`config.mk`:
```
export PLATFORM = sky130hd
export DESIGN_NAME = ordered_run_queue
export DESIGN_NICKNAME = d
export VERILOG_FILES = /design/src/hdl/orq_pkg.sv /design/src/hdl/ordered_run_queue.sv /design/src/hdl/orq_ctrl.sv /design/src/hdl/orq_datapath.sv
export SDC_FILE = /design/constraint.sdc
export NUM_CORES = 2
export LEC_CHECK = 0
export BUFFER_PORTS_ARGS = -buffer_cell sky130_fd_sc_hd__buf_2
export CORE_UTILIZATION = 59
export DETAILED_ROUTE_END_ITERATION = 6
export GPL_ROUTABILITY_DRIVEN = 0
export PLACE_DENSITY = 0.72
export SYNTH_ARGS = -nofsm -noshare
export SYNTH_HDL_FRONTEND = slang
export SYNTH_SLANG_ARGS = --single-unit
```
`constraint.sdc`:
```
create_clock -name clk -period 14.95 [get_ports clk]
set_clock_uncertainty 0.05 [all_clocks]
set_input_delay 1.495 -clock clk [delete_from_list [all_inputs] [get_ports clk]]
set_output_delay 1.495 -clock clk [all_outputs]
set_load 0.005 [all_outputs]
```
`src/hdl/orq_pkg.sv`:
```
// Shared types and constants of the ordered run queue.
// Used by orq_ctrl, orq_datapath, orq_checker and the top level; depends on nothing.
package orq_pkg;

	localparam int QUEUE_DEPTH = 64;
	localparam int ID_BITS     = 8;
	localparam int ADDR_W      = $clog2(QUEUE_DEPTH);
	localparam int CNT_W       = $clog2(QUEUE_DEPTH + 1);
	localparam int KEY_W       = 32;
	localparam int ID_W        = 8;
	localparam logic [ID_W-1:0] ID_MASK = ID_W'((64'd1 << ID_BITS) - 64'd1);

	typedef enum logic [1:0] {
		KIND_INSERT = 2'd0,
		KIND_REMOVE = 2'd1,
		KIND_SEARCH = 2'd2,
		KIND_LEFT   = 2'd3
	} kind_t;

	typedef enum logic [1:0] {
		STATUS_DONE = 2'd0,
		STATUS_DUP  = 2'd1,
		STATUS_FULL = 2'd2,
		STATUS_MISS = 2'd3
	} status_t;

	// Memory read address source
	typedef enum logic [1:0] {
		RD_POS  = 2'd0,
		RD_DOWN = 2'd1,
		RD_UP   = 2'd2
	} rd_sel_t;

	// Result register source
	typedef enum logic [1:0] {
		RES_RD   = 2'd0,
		RES_IN   = 2'd1,
		RES_ZERO = 2'd2
	} res_src_t;

	typedef struct packed {
		logic     latch_in;
		logic     pos_clr;
		logic     pos_inc;
		logic     idx_ld_cnt;
		logic     idx_ld_pos;
		logic     idx_inc;
		logic     idx_dec;
		logic     rd_en;
		rd_sel_t  rd_sel;
		logic     wr_en;
		logic     wr_new;
		logic     cnt_inc;
		logic     cnt_dec;
		logic     res_ld;
		res_src_t res_src;
		status_t  res_status;
		logic     out_ld;
	} cmd_t;

	typedef struct packed {
		kind_t kind;
		logic  less;
		logic  equal;
		logic  pos_end;
		logic  cnt_zero;
		logic  cnt_full;
		logic  idx_eq_pos;
		logic  idx_last;
		logic  out_free;
	} stat_t;

endpackage

```
`src/hdl/ordered_run_queue.sv`:
```
// Ordered run queue: up to 64 entries of signed 32-bit key and 8-bit task id,
// kept in ascending key order, each key unique.
//
// Input channel (in_valid, in_stall, kind, key, task_id): one operation per
// transfer: insert, remove, search by key, or report the smallest entry.
// Output channel (out_valid, out_stall, status, found_key, found_id): exactly
// one result per operation, in order.
// Operations are handled one at a time. The controller scans the entry memory
// from the smallest key, reading and then comparing each entry passed
// (S_SCAN, S_CHECK). An insert or remove then shifts entries, each read and
// then written back (S_SHUP_RD/S_SHUP_WR, S_SHDN_RD/S_SHDN_WR), through the
// one read port and the one write port of that memory.
// in_stall is high from the cycle after a transfer until the result has been
// moved to the output register. A stalled result holds in that register while
// the next operation is already accepted and processed; it waits only to hand
// its own result over.
// Reset empties the queue at once (entry count to zero); no clearing pass.
module ordered_run_queue (
	input  logic                              clk,
	input  logic                              arst_n,
	input  logic                              in_valid,
	output logic                              in_stall,
	input  logic [1:0]                        kind,
	input  logic signed [orq_pkg::KEY_W-1:0]  key,
	input  logic [orq_pkg::ID_W-1:0]          task_id,
	output logic                              out_valid,
	input  logic                              out_stall,
	output logic [1:0]                        status,
	output logic signed [orq_pkg::KEY_W-1:0]  found_key,
	output logic [orq_pkg::ID_W-1:0]          found_id
);

	orq_pkg::cmd_t  cmd;
	orq_pkg::stat_t stat;
	logic           busy;
	logic           in_accept;

	assign in_stall  = busy;
	assign in_accept = in_valid && !busy;

	orq_ctrl u_ctrl (
		.clk       (clk),
		.arst_n    (arst_n),
		.in_accept (in_accept),
		.stat      (stat),
		.cmd       (cmd),
		.busy      (busy)
	);

	orq_datapath u_datapath (
		.clk       (clk),
		.arst_n    (arst_n),
		.cmd       (cmd),
		.stat      (stat),
		.kind      (kind),
		.key       (key),
		.task_id   (task_id),
		.out_valid (out_valid),
		.out_stall (out_stall),
		.status    (status),
		.found_key (found_key),
		.found_id  (found_id)
	);

endmodule

```
`src/hdl/orq_ctrl.sv`:
```
// Controller of the ordered run queue: sequences scan, shift and result steps.
// Depends on orq_pkg; drives orq_datapath through cmd_t and reads stat_t.
module orq_ctrl (
	input  logic           clk,
	input  logic           arst_n,
	input  logic           in_accept,
	input  orq_pkg::stat_t stat,
	output orq_pkg::cmd_t  cmd,
	output logic           busy
);

	typedef enum logic [8:0] {
		S_IDLE    = 9'b000000001,
		S_SCAN    = 9'b000000010,
		S_CHECK   = 9'b000000100,
		S_SHUP_RD = 9'b000001000,
		S_SHUP_WR = 9'b000010000,
		S_WRNEW   = 9'b000100000,
		S_SHDN_RD = 9'b001000000,
		S_SHDN_WR = 9'b010000000,
		S_RESP    = 9'b100000000
	} state_t;

	state_t state_q, state_d;
	logic   decide;
	logic   hit;

	always_ff @(posedge clk or negedge arst_n) begin
		if (!arst_n) begin
			state_q <= S_IDLE;
		end else begin
			state_q <= state_d;
		end
	end

	assign busy = (state_q != S_IDLE);

	always_comb begin
		state_d = state_q;
		cmd     = '0;
		decide  = 1'b0;
		hit     = 1'b0;
		unique case (state_q)
			S_IDLE: begin
				if (in_accept) begin
					cmd.latch_in = 1'b1;
					cmd.pos_clr  = 1'b1;
					state_d      = S_SCAN;
				end
			end
			S_SCAN: begin
				if (stat.kind == orq_pkg::KIND_LEFT) begin
					if (stat.cnt_zero) begin
						cmd.res_ld     = 1'b1;
						cmd.res_src    = orq_pkg::RES_ZERO;
						cmd.res_status = orq_pkg::STATUS_MISS;
						state_d        = S_RESP;
					end else begin
						cmd.rd_en  = 1'b1;
						cmd.rd_sel = orq_pkg::RD_POS;
						state_d    = S_CHECK;
					end
				end else if (stat.pos_end) begin
					decide = 1'b1;
				end else begin
					cmd.rd_en  = 1'b1;
					cmd.rd_sel = orq_pkg::RD_POS;
					state_d    = S_CHECK;
				end
			end
			S_CHECK: begin
				if (stat.kind == orq_pkg::KIND_LEFT) begin
					cmd.res_ld     = 1'b1;
					cmd.res_src    = orq_pkg::RES_RD;
					cmd.res_status = orq_pkg::STATUS_DONE;
					state_d        = S_RESP;
				end else if (stat.less) begin
					cmd.pos_inc = 1'b1;
					state_d     = S_SCAN;
				end else begin
					decide = 1'b1;
					hit    = stat.equal;
				end
			end
			S_SHUP_RD: begin
				if (stat.idx_eq_pos) begin
					state_d = S_WRNEW;
				end else begin
					cmd.rd_en  = 1'b1;
					cmd.rd_sel = orq_pkg::RD_DOWN;
					state_d    = S_SHUP_WR;
				end
			end
			S_SHUP_WR: begin
				cmd.wr_en   = 1'b1;
				cmd.idx_dec = 1'b1;
				state_d     = S_SHUP_RD;
			end
			S_WRNEW: begin
				cmd.wr_en      = 1'b1;
				cmd.wr_new     = 1'b1;
				cmd.cnt_inc    = 1'b1;
				cmd.res_ld     = 1'b1;
				cmd.res_src    = orq_pkg::RES_IN;
				cmd.res_status = orq_pkg::STATUS_DONE;
				state_d        = S_RESP;
			end
			S_SHDN_RD: begin
				if (stat.idx_last) begin
					cmd.cnt_dec = 1'b1;
					state_d     = S_RESP;
				end else begin
					cmd.rd_en  = 1'b1;
					cmd.rd_sel = orq_pkg::RD_UP;
					state_d    = S_SHDN_WR;
				end
			end
			S_SHDN_WR: begin
				cmd.wr_en   = 1'b1;
				cmd.idx_inc = 1'b1;
				state_d     = S_SHDN_RD;
			end
			S_RESP: begin
				// hold the result until the output register is free
				if (stat.out_free) begin
					cmd.out_ld = 1'b1;
					state_d    = S_IDLE;
				end
			end
			default: begin
				state_d = S_IDLE;
			end
		endcase

		// The scan has reached the insertion point: act on the operation.
		if (decide) begin
			cmd.res_ld = 1'b1;
			unique case (stat.kind)
				orq_pkg::KIND_INSERT: begin
					if (hit) begin
						cmd.res_src    = orq_pkg::RES_RD;
						cmd.res_status = orq_pkg::STATUS_DUP;
						state_d        = S_RESP;
					end else if (stat.cnt_full) begin
						cmd.res_src    = orq_pkg::RES_ZERO;
						cmd.res_status = orq_pkg::STATUS_FULL;
						state_d        = S_RESP;
					end else begin
						cmd.res_ld     = 1'b0;
						cmd.idx_ld_cnt = 1'b1;
						state_d        = S_SHUP_RD;
					end
				end
				orq_pkg::KIND_REMOVE: begin
					if (hit) begin
						cmd.res_src    = orq_pkg::RES_RD;
						cmd.res_status = orq_pkg::STATUS_DONE;
						cmd.idx_ld_pos = 1'b1;
						state_d        = S_SHDN_RD;
					end else begin
						cmd.res_src    = orq_pkg::RES_ZERO;
						cmd.res_status = orq_pkg::STATUS_MISS;
						state_d        = S_RESP;
					end
				end
				default: begin
					if (hit) begin
						cmd.res_src    = orq_pkg::RES_RD;
						cmd.res_status = orq_pkg::STATUS_DONE;
					end else begin
						cmd.res_src    = orq_pkg::RES_ZERO;
						cmd.res_status = orq_pkg::STATUS_MISS;
					end
					state_d = S_RESP;
				end
			endcase
		end
	end

endmodule

```
`src/hdl/orq_datapath.sv`:
```
// Datapath of the ordered run queue: entry memory, scan and shift indexes,
// entry count, result and output registers. Depends on orq_pkg.
module orq_datapath (
	input  logic                                     clk,
	input  logic                                     arst_n,
	input  orq_pkg::cmd_t                            cmd,
	output orq_pkg::stat_t                           stat,
	input  logic [1:0]                               kind,
	input  logic signed [orq_pkg::KEY_W-1:0]         key,
	input  logic [orq_pkg::ID_W-1:0]                 task_id,
	output logic                                     out_valid,
	input  logic                                     out_stall,
	output logic [1:0]                               status,
	output logic signed [orq_pkg::KEY_W-1:0]         found_key,
	output logic [orq_pkg::ID_W-1:0]                 found_id
);

	localparam int ENTRY_W = orq_pkg::KEY_W + orq_pkg::ID_W;

	logic [ENTRY_W-1:0] entry_mem_q [orq_pkg::QUEUE_DEPTH];

	orq_pkg::kind_t                   op_kind_q;
	logic signed [orq_pkg::KEY_W-1:0] op_key_q;
	logic [orq_pkg::ID_W-1:0]         op_id_q;

	logic [orq_pkg::CNT_W-1:0] pos_q;
	logic [orq_pkg::CNT_W-1:0] idx_q;
	logic [orq_pkg::CNT_W-1:0] cnt_q;
	logic [orq_pkg::CNT_W-1:0] idx_m1;
	logic [orq_pkg::CNT_W-1:0] idx_p1;

	logic signed [orq_pkg::KEY_W-1:0] rd_key_q;
	logic [orq_pkg::ID_W-1:0]         rd_id_q;

	logic [orq_pkg::ADDR_W-1:0] rd_addr;
	logic [orq_pkg::ADDR_W-1:0] wr_addr;
	logic [ENTRY_W-1:0]         wr_data;

	orq_pkg::status_t                 res_status_q;
	logic signed [orq_pkg::KEY_W-1:0] res_key_q;
	logic [orq_pkg::ID_W-1:0]         res_id_q;

	orq_pkg::status_t                 out_status_q;
	logic signed [orq_pkg::KEY_W-1:0] out_key_q;
	logic [orq_pkg::ID_W-1:0]         out_id_q;
	logic                             out_valid_q;

	assign idx_m1 = idx_q - 1'b1;
	assign idx_p1 = idx_q + 1'b1;

	always_comb begin
		case (cmd.rd_sel)
			orq_pkg::RD_DOWN: rd_addr = idx_m1[orq_pkg::ADDR_W-1:0];
			orq_pkg::RD_UP:   rd_addr = idx_p1[orq_pkg::ADDR_W-1:0];
			default:          rd_addr = pos_q[orq_pkg::ADDR_W-1:0];
		endcase
	end

	assign wr_addr = cmd.wr_new ? pos_q[orq_pkg::ADDR_W-1:0] : idx_q[orq_pkg::ADDR_W-1:0];
	assign wr_data = cmd.wr_new ? {op_key_q, op_id_q} : {rd_key_q, rd_id_q};

	// Entry memory: one write and one registered read per cycle
	always_ff @(posedge clk) begin
		if (cmd.wr_en) begin
			entry_mem_q[wr_addr] <= wr_data;
		end
		if (cmd.rd_en) begin
			{rd_key_q, rd_id_q} <= entry_mem_q[rd_addr];
		end
	end

	always_ff @(posedge clk) begin
		if (cmd.latch_in) begin
			op_kind_q <= orq_pkg::kind_t'(kind);
			op_key_q  <= key;
			op_id_q   <= task_id & orq_pkg::ID_MASK;
		end
	end

	always_ff @(posedge clk or negedge arst_n) begin
		if (!arst_n) begin
			pos_q <= '0;
			idx_q <= '0;
			cnt_q <= '0;
		end else begin
			if (cmd.pos_clr) begin
				pos_q <= '0;
			end else if (cmd.pos_inc) begin
				pos_q <= pos_q + 1'b1;
			end
			if (cmd.idx_ld_cnt) begin
				idx_q <= cnt_q;
			end else if (cmd.idx_ld_pos) begin
				idx_q <= pos_q;
			end else if (cmd.idx_inc) begin
				idx_q <= idx_p1;
			end else if (cmd.idx_dec) begin
				idx_q <= idx_m1;
			end
			if (cmd.cnt_inc) begin
				cnt_q <= cnt_q + 1'b1;
			end else if (cmd.cnt_dec) begin
				cnt_q <= cnt_q - 1'b1;
			end
		end
	end

	always_ff @(posedge clk) begin
		if (cmd.res_ld) begin
			res_status_q <= cmd.res_status;
			case (cmd.res_src)
				orq_pkg::RES_RD: begin
					res_key_q <= rd_key_q;
					res_id_q  <= rd_id_q;
				end
				orq_pkg::RES_IN: begin
					res_key_q <= op_key_q;
					res_id_q  <= op_id_q;
				end
				default: begin
					res_key_q <= '0;
					res_id_q  <= '0;
				end
			endcase
		end
		if (cmd.out_ld) begin
			out_status_q <= res_status_q;
			out_key_q    <= res_key_q;
			out_id_q     <= res_id_q;
		end
	end

	always_ff @(posedge clk or negedge arst_n) begin
		if (!arst_n) begin
			out_valid_q <= 1'b0;
		end else if (cmd.out_ld) begin
			out_valid_q <= 1'b1;
		end else if (!out_stall) begin
			out_valid_q <= 1'b0;
		end
	end

	assign out_valid = out_valid_q;
	assign status    = out_status_q;
	assign found_key = out_key_q;
	assign found_id  = out_id_q;

	always_comb begin
		stat.kind       = op_kind_q;
		stat.less       = (rd_key_q < op_key_q);
		stat.equal      = (rd_key_q == op_key_q);
		stat.pos_end    = (pos_q == cnt_q);
		stat.cnt_zero   = (cnt_q == '0);
		stat.cnt_full   = (cnt_q == orq_pkg::CNT_W'(orq_pkg::QUEUE_DEPTH));
		stat.idx_eq_pos = (idx_q == pos_q);
		stat.idx_last   = (idx_p1 >= cnt_q);
		stat.out_free   = !out_valid_q || !out_stall;
	end

endmodule

```
==> out/results.ini <==
[yosys]
yosys_register_bits = 2757
yosysMostFrequentCell = edfxtp_1
yosysUniqueCellTypes = 65
ys_seq_area_frac = 0.771
synthTopCellsByCount = edfxtp_1, mux4_2, nand2_1
synth_warnings = 0
synth_top_area_cell = edfxtp_1
netlist.area_leader.share = 0.764
synth_edf_count = 2726
ys_top_cells_by_area = edfxtp_1, mux4_2, nand2_1
syn-num-nets = 5359
yosys_most_used_dff = edfxtp_1
synthCells = 5263
synthArstFlopShare = 0.0112
syn_avg_cell_area_sq_um = 20.4
netlist_area_sq_mm = 0.107

[placed_design]
preCtsSetupSlack_ns = 7.15
dpl.hpwl_microns = 141000
dp.cells = 7604
portBuffers = 89

[critical_path]
cp_slowest_cell = a211oi_1
r2r_slack_ns = 7.28
path_class = reg2reg
worstPathBufferInverterCount = 4
critPathTopFamily = buffers and inverters
cpPeakStageDelay_ns = 0.87
crit_required_ns = 15.50
critPathArrivalTime_ns = 8.22
crit_path_end_kind = register
start_kind = register
critical_path.cell_chain = inv_1 > ha_1 > ha_1 > a21oi_1 > nor2b_1 > o21ai_0 > a21oi_1 > o21ai_0 > nand3b_1 > ha_1 > nand2_1 > o21ai_4 > buf_4 > buf_4 > buf_4 > mux4_2 > a211oi_1 > a2111oi_2
critPathMaxFanout = 43

[route]
drt-initial-drc-count = 7893
ant_nets = 0
route.vias.total = 54705
viasPerCell = 6.76
routedWlPerCell_microns = 33.9
drc = 0
dr.pass1.iters = 5
finalWirelength_microns = 274000

[sta]
slew-limit-headroom = 0.238
setup_viol = 0
worst_pin_slew_ns = 1.14
max_freq_ghz = 0.130
finalMaxSlewViolations = 0
setup_ws_ns = 7.28
timing.setup.tns_ns = 0
fin_crit_ns = 7.67
hold_viol = 0
rsz0062_at_grt = no
fin_crit_sh = 0.513

[final_layout]
instances_no_fill = 8090
area_growth_pct = 12.1
drive_gt1_frac = 0.247
layout.nets = 5617
fill_cells = 11281

[power]
ir_worst_vdd_uv = 105
leakagePower_nw = 37.7
power_mw = 17.4
power.density_mw_per_mm2 = 145

[cts]
h-tree-depth = 5
path_clk_slew_ns = 0.06
cts_tree = yes
clk_path_buf_depth = 4
post_cts_buffers = 0
cts_sinks = 2757
cts_hold_buf = 0
ctsRootBufferMaster = clkbuf_16
cts_resized = 0
cts_buffers = 285
clock_latency_ns = 0.92

[floorplanning]
die_h_microns = 428
std_cell_rows = 156
start_util = 0.594
coreArea_sq_mm = 0.181
num_io_pins = 90
die_area_sq_mm = 0.183
die_w_microns = 428

[grt]
grt_usage = 0.301
antenna_found_initial = 8
grt_max_degree = 121
grt_pass1_wl_microns = 391000
grt_pass1_vias = 54194
grt.overflow.total = 0

[status]
outcome = finished clean

[hold_path]
hp-class = reg2reg

[run]
drv_cap = 0

cells in the final DEF (no fill, tap or decap), drive strengths merged, types with 16 or more instances in the layout:
cell,instances
a2111oi,39
a211oi,42
a21oi,121
and2,45
buf,243
bufinv,20
clkbuf,373
clkinv,82
dfrtp,30
edfxtp,2726
ha,49
inv,60
mux2i,51
mux4,640
nand2,409
nand3,99
nor2,332
nor2b,47
nor3,16
o21ai,52
o22ai,84
xor2,19
worst register-to-register path: cells and delay by family, from the launching register on:
kind / cells / cell delay (ns)
compound gates: 7 / 1.66
fa+ha+maj: 3 / 1.44
buf+inv: 4 / 2.63
flops: 1 / 0.58
mux: 1 / 0.60
simple gates: 3 / 0.42
metal layers:
| metal | routed length, microns | share of wire | up-vias | GRT usage |
|---|---|---|---|---|
| met3 | 30400 | 0.11 | 589 | 0.0586 |
| met4 | 13300 | 0.048 | 2 | 0.137 |
| met2 | 129000 | 0.47 | 3579 | 0.464 |
| li1 | - | - | 21919 | - |
| met1 | 101000 | 0.37 | 28616 | 0.424 |
| met5 | 13 | 0.000047 | - | 0 |
where the power goes:
part           internal [mW]  switching [mW]  leakage, nW  total [mW]
registers               8.95           0.120         24.9        9.07
clock network           3.91            2.81         4.20        6.73
logic                  0.426            1.21         8.51        1.63
through the flow:
step                      hold slack, ns  utilization  cell area [sq um]
after floorplan                    0.350            -             107000
after global placement             0.353        0.618             111000
after detailed placement           0.357        0.618             111000
after CTS                          0.365        0.665             120000
after global routing               0.373        0.665             120000
final                              0.368        0.665             120000
layout make-up:
cell class	instances	area (sq um)	area share
well taps	2370	2970	0.0247
multi-input cells	2178	24000	0.200
clock buffers	373	7610	0.0633
flip-flops and latches	2757	82600	0.688
inverters	56	210	0.00175
repair buffers	243	1690	0.0141
clock inverters	109	1020	0.00852
diodes	4	10.0	0.0000833
logic make-up (layout without fill, tap and decap cells):
logic type | after synthesis | in the layout | share of synthesized area
multiplexers | 702 | 702 | 0.140
other | 0 | 4 | 0
XOR/XNOR | 32 | 32 | 0.00261
flip-flops | 2757 | 2757 | 0.771
AO/OA/AOI/OAI | 390 | 390 | 0.0255
adder cells (fa/ha/maj) | 50 | 50 | 0.00591
buffers and inverters | 328 | 781 | 0.0142
AND/OR/NAND/NOR | 1004 | 1004 | 0.0405
registers in the layout, indices dropped and copies added, names as in the netlist:
| name | flops |
|---|---|
| u_ctrl.state_q | 9 |
| u_datapath.cnt_q | 7 |
| u_datapath.entry_mem_q | 2560 |
| u_datapath.found_id | 8 |
| u_datapath.found_key | 32 |
| u_datapath.idx_q | 7 |
| u_datapath.op_id_q | 8 |
| u_datapath.op_key_q | 32 |
| u_datapath.op_kind_q | 2 |
| u_datapath.out_valid | 1 |
| u_datapath.pos_q | 7 |
| u_datapath.rd_id_q | 8 |
| u_datapath.rd_key_q | 32 |
| u_datapath.res_id_q | 8 |
| u_datapath.res_key_q | 32 |
| u_datapath.res_status_q | 2 |
| u_datapath.status | 2 |
path summary, 6_finish.rpt:
check,to,from,cells after the start
max,u_datapath.rd_key_q[12],u_datapath.idx_q[0],18
min,u_datapath.found_key[26],u_datapath.res_key_q[26],0
max reg2reg,u_datapath.rd_key_q[12],u_datapath.idx_q[0],18
min reg2reg,u_datapath.found_key[26],u_datapath.res_key_q[26],0
max in group asynchronous,u_datapath.idx_q[1],arst_n,1
min in group asynchronous,u_datapath.out_valid,arst_n,1
(Power assumes the default switching activity.)
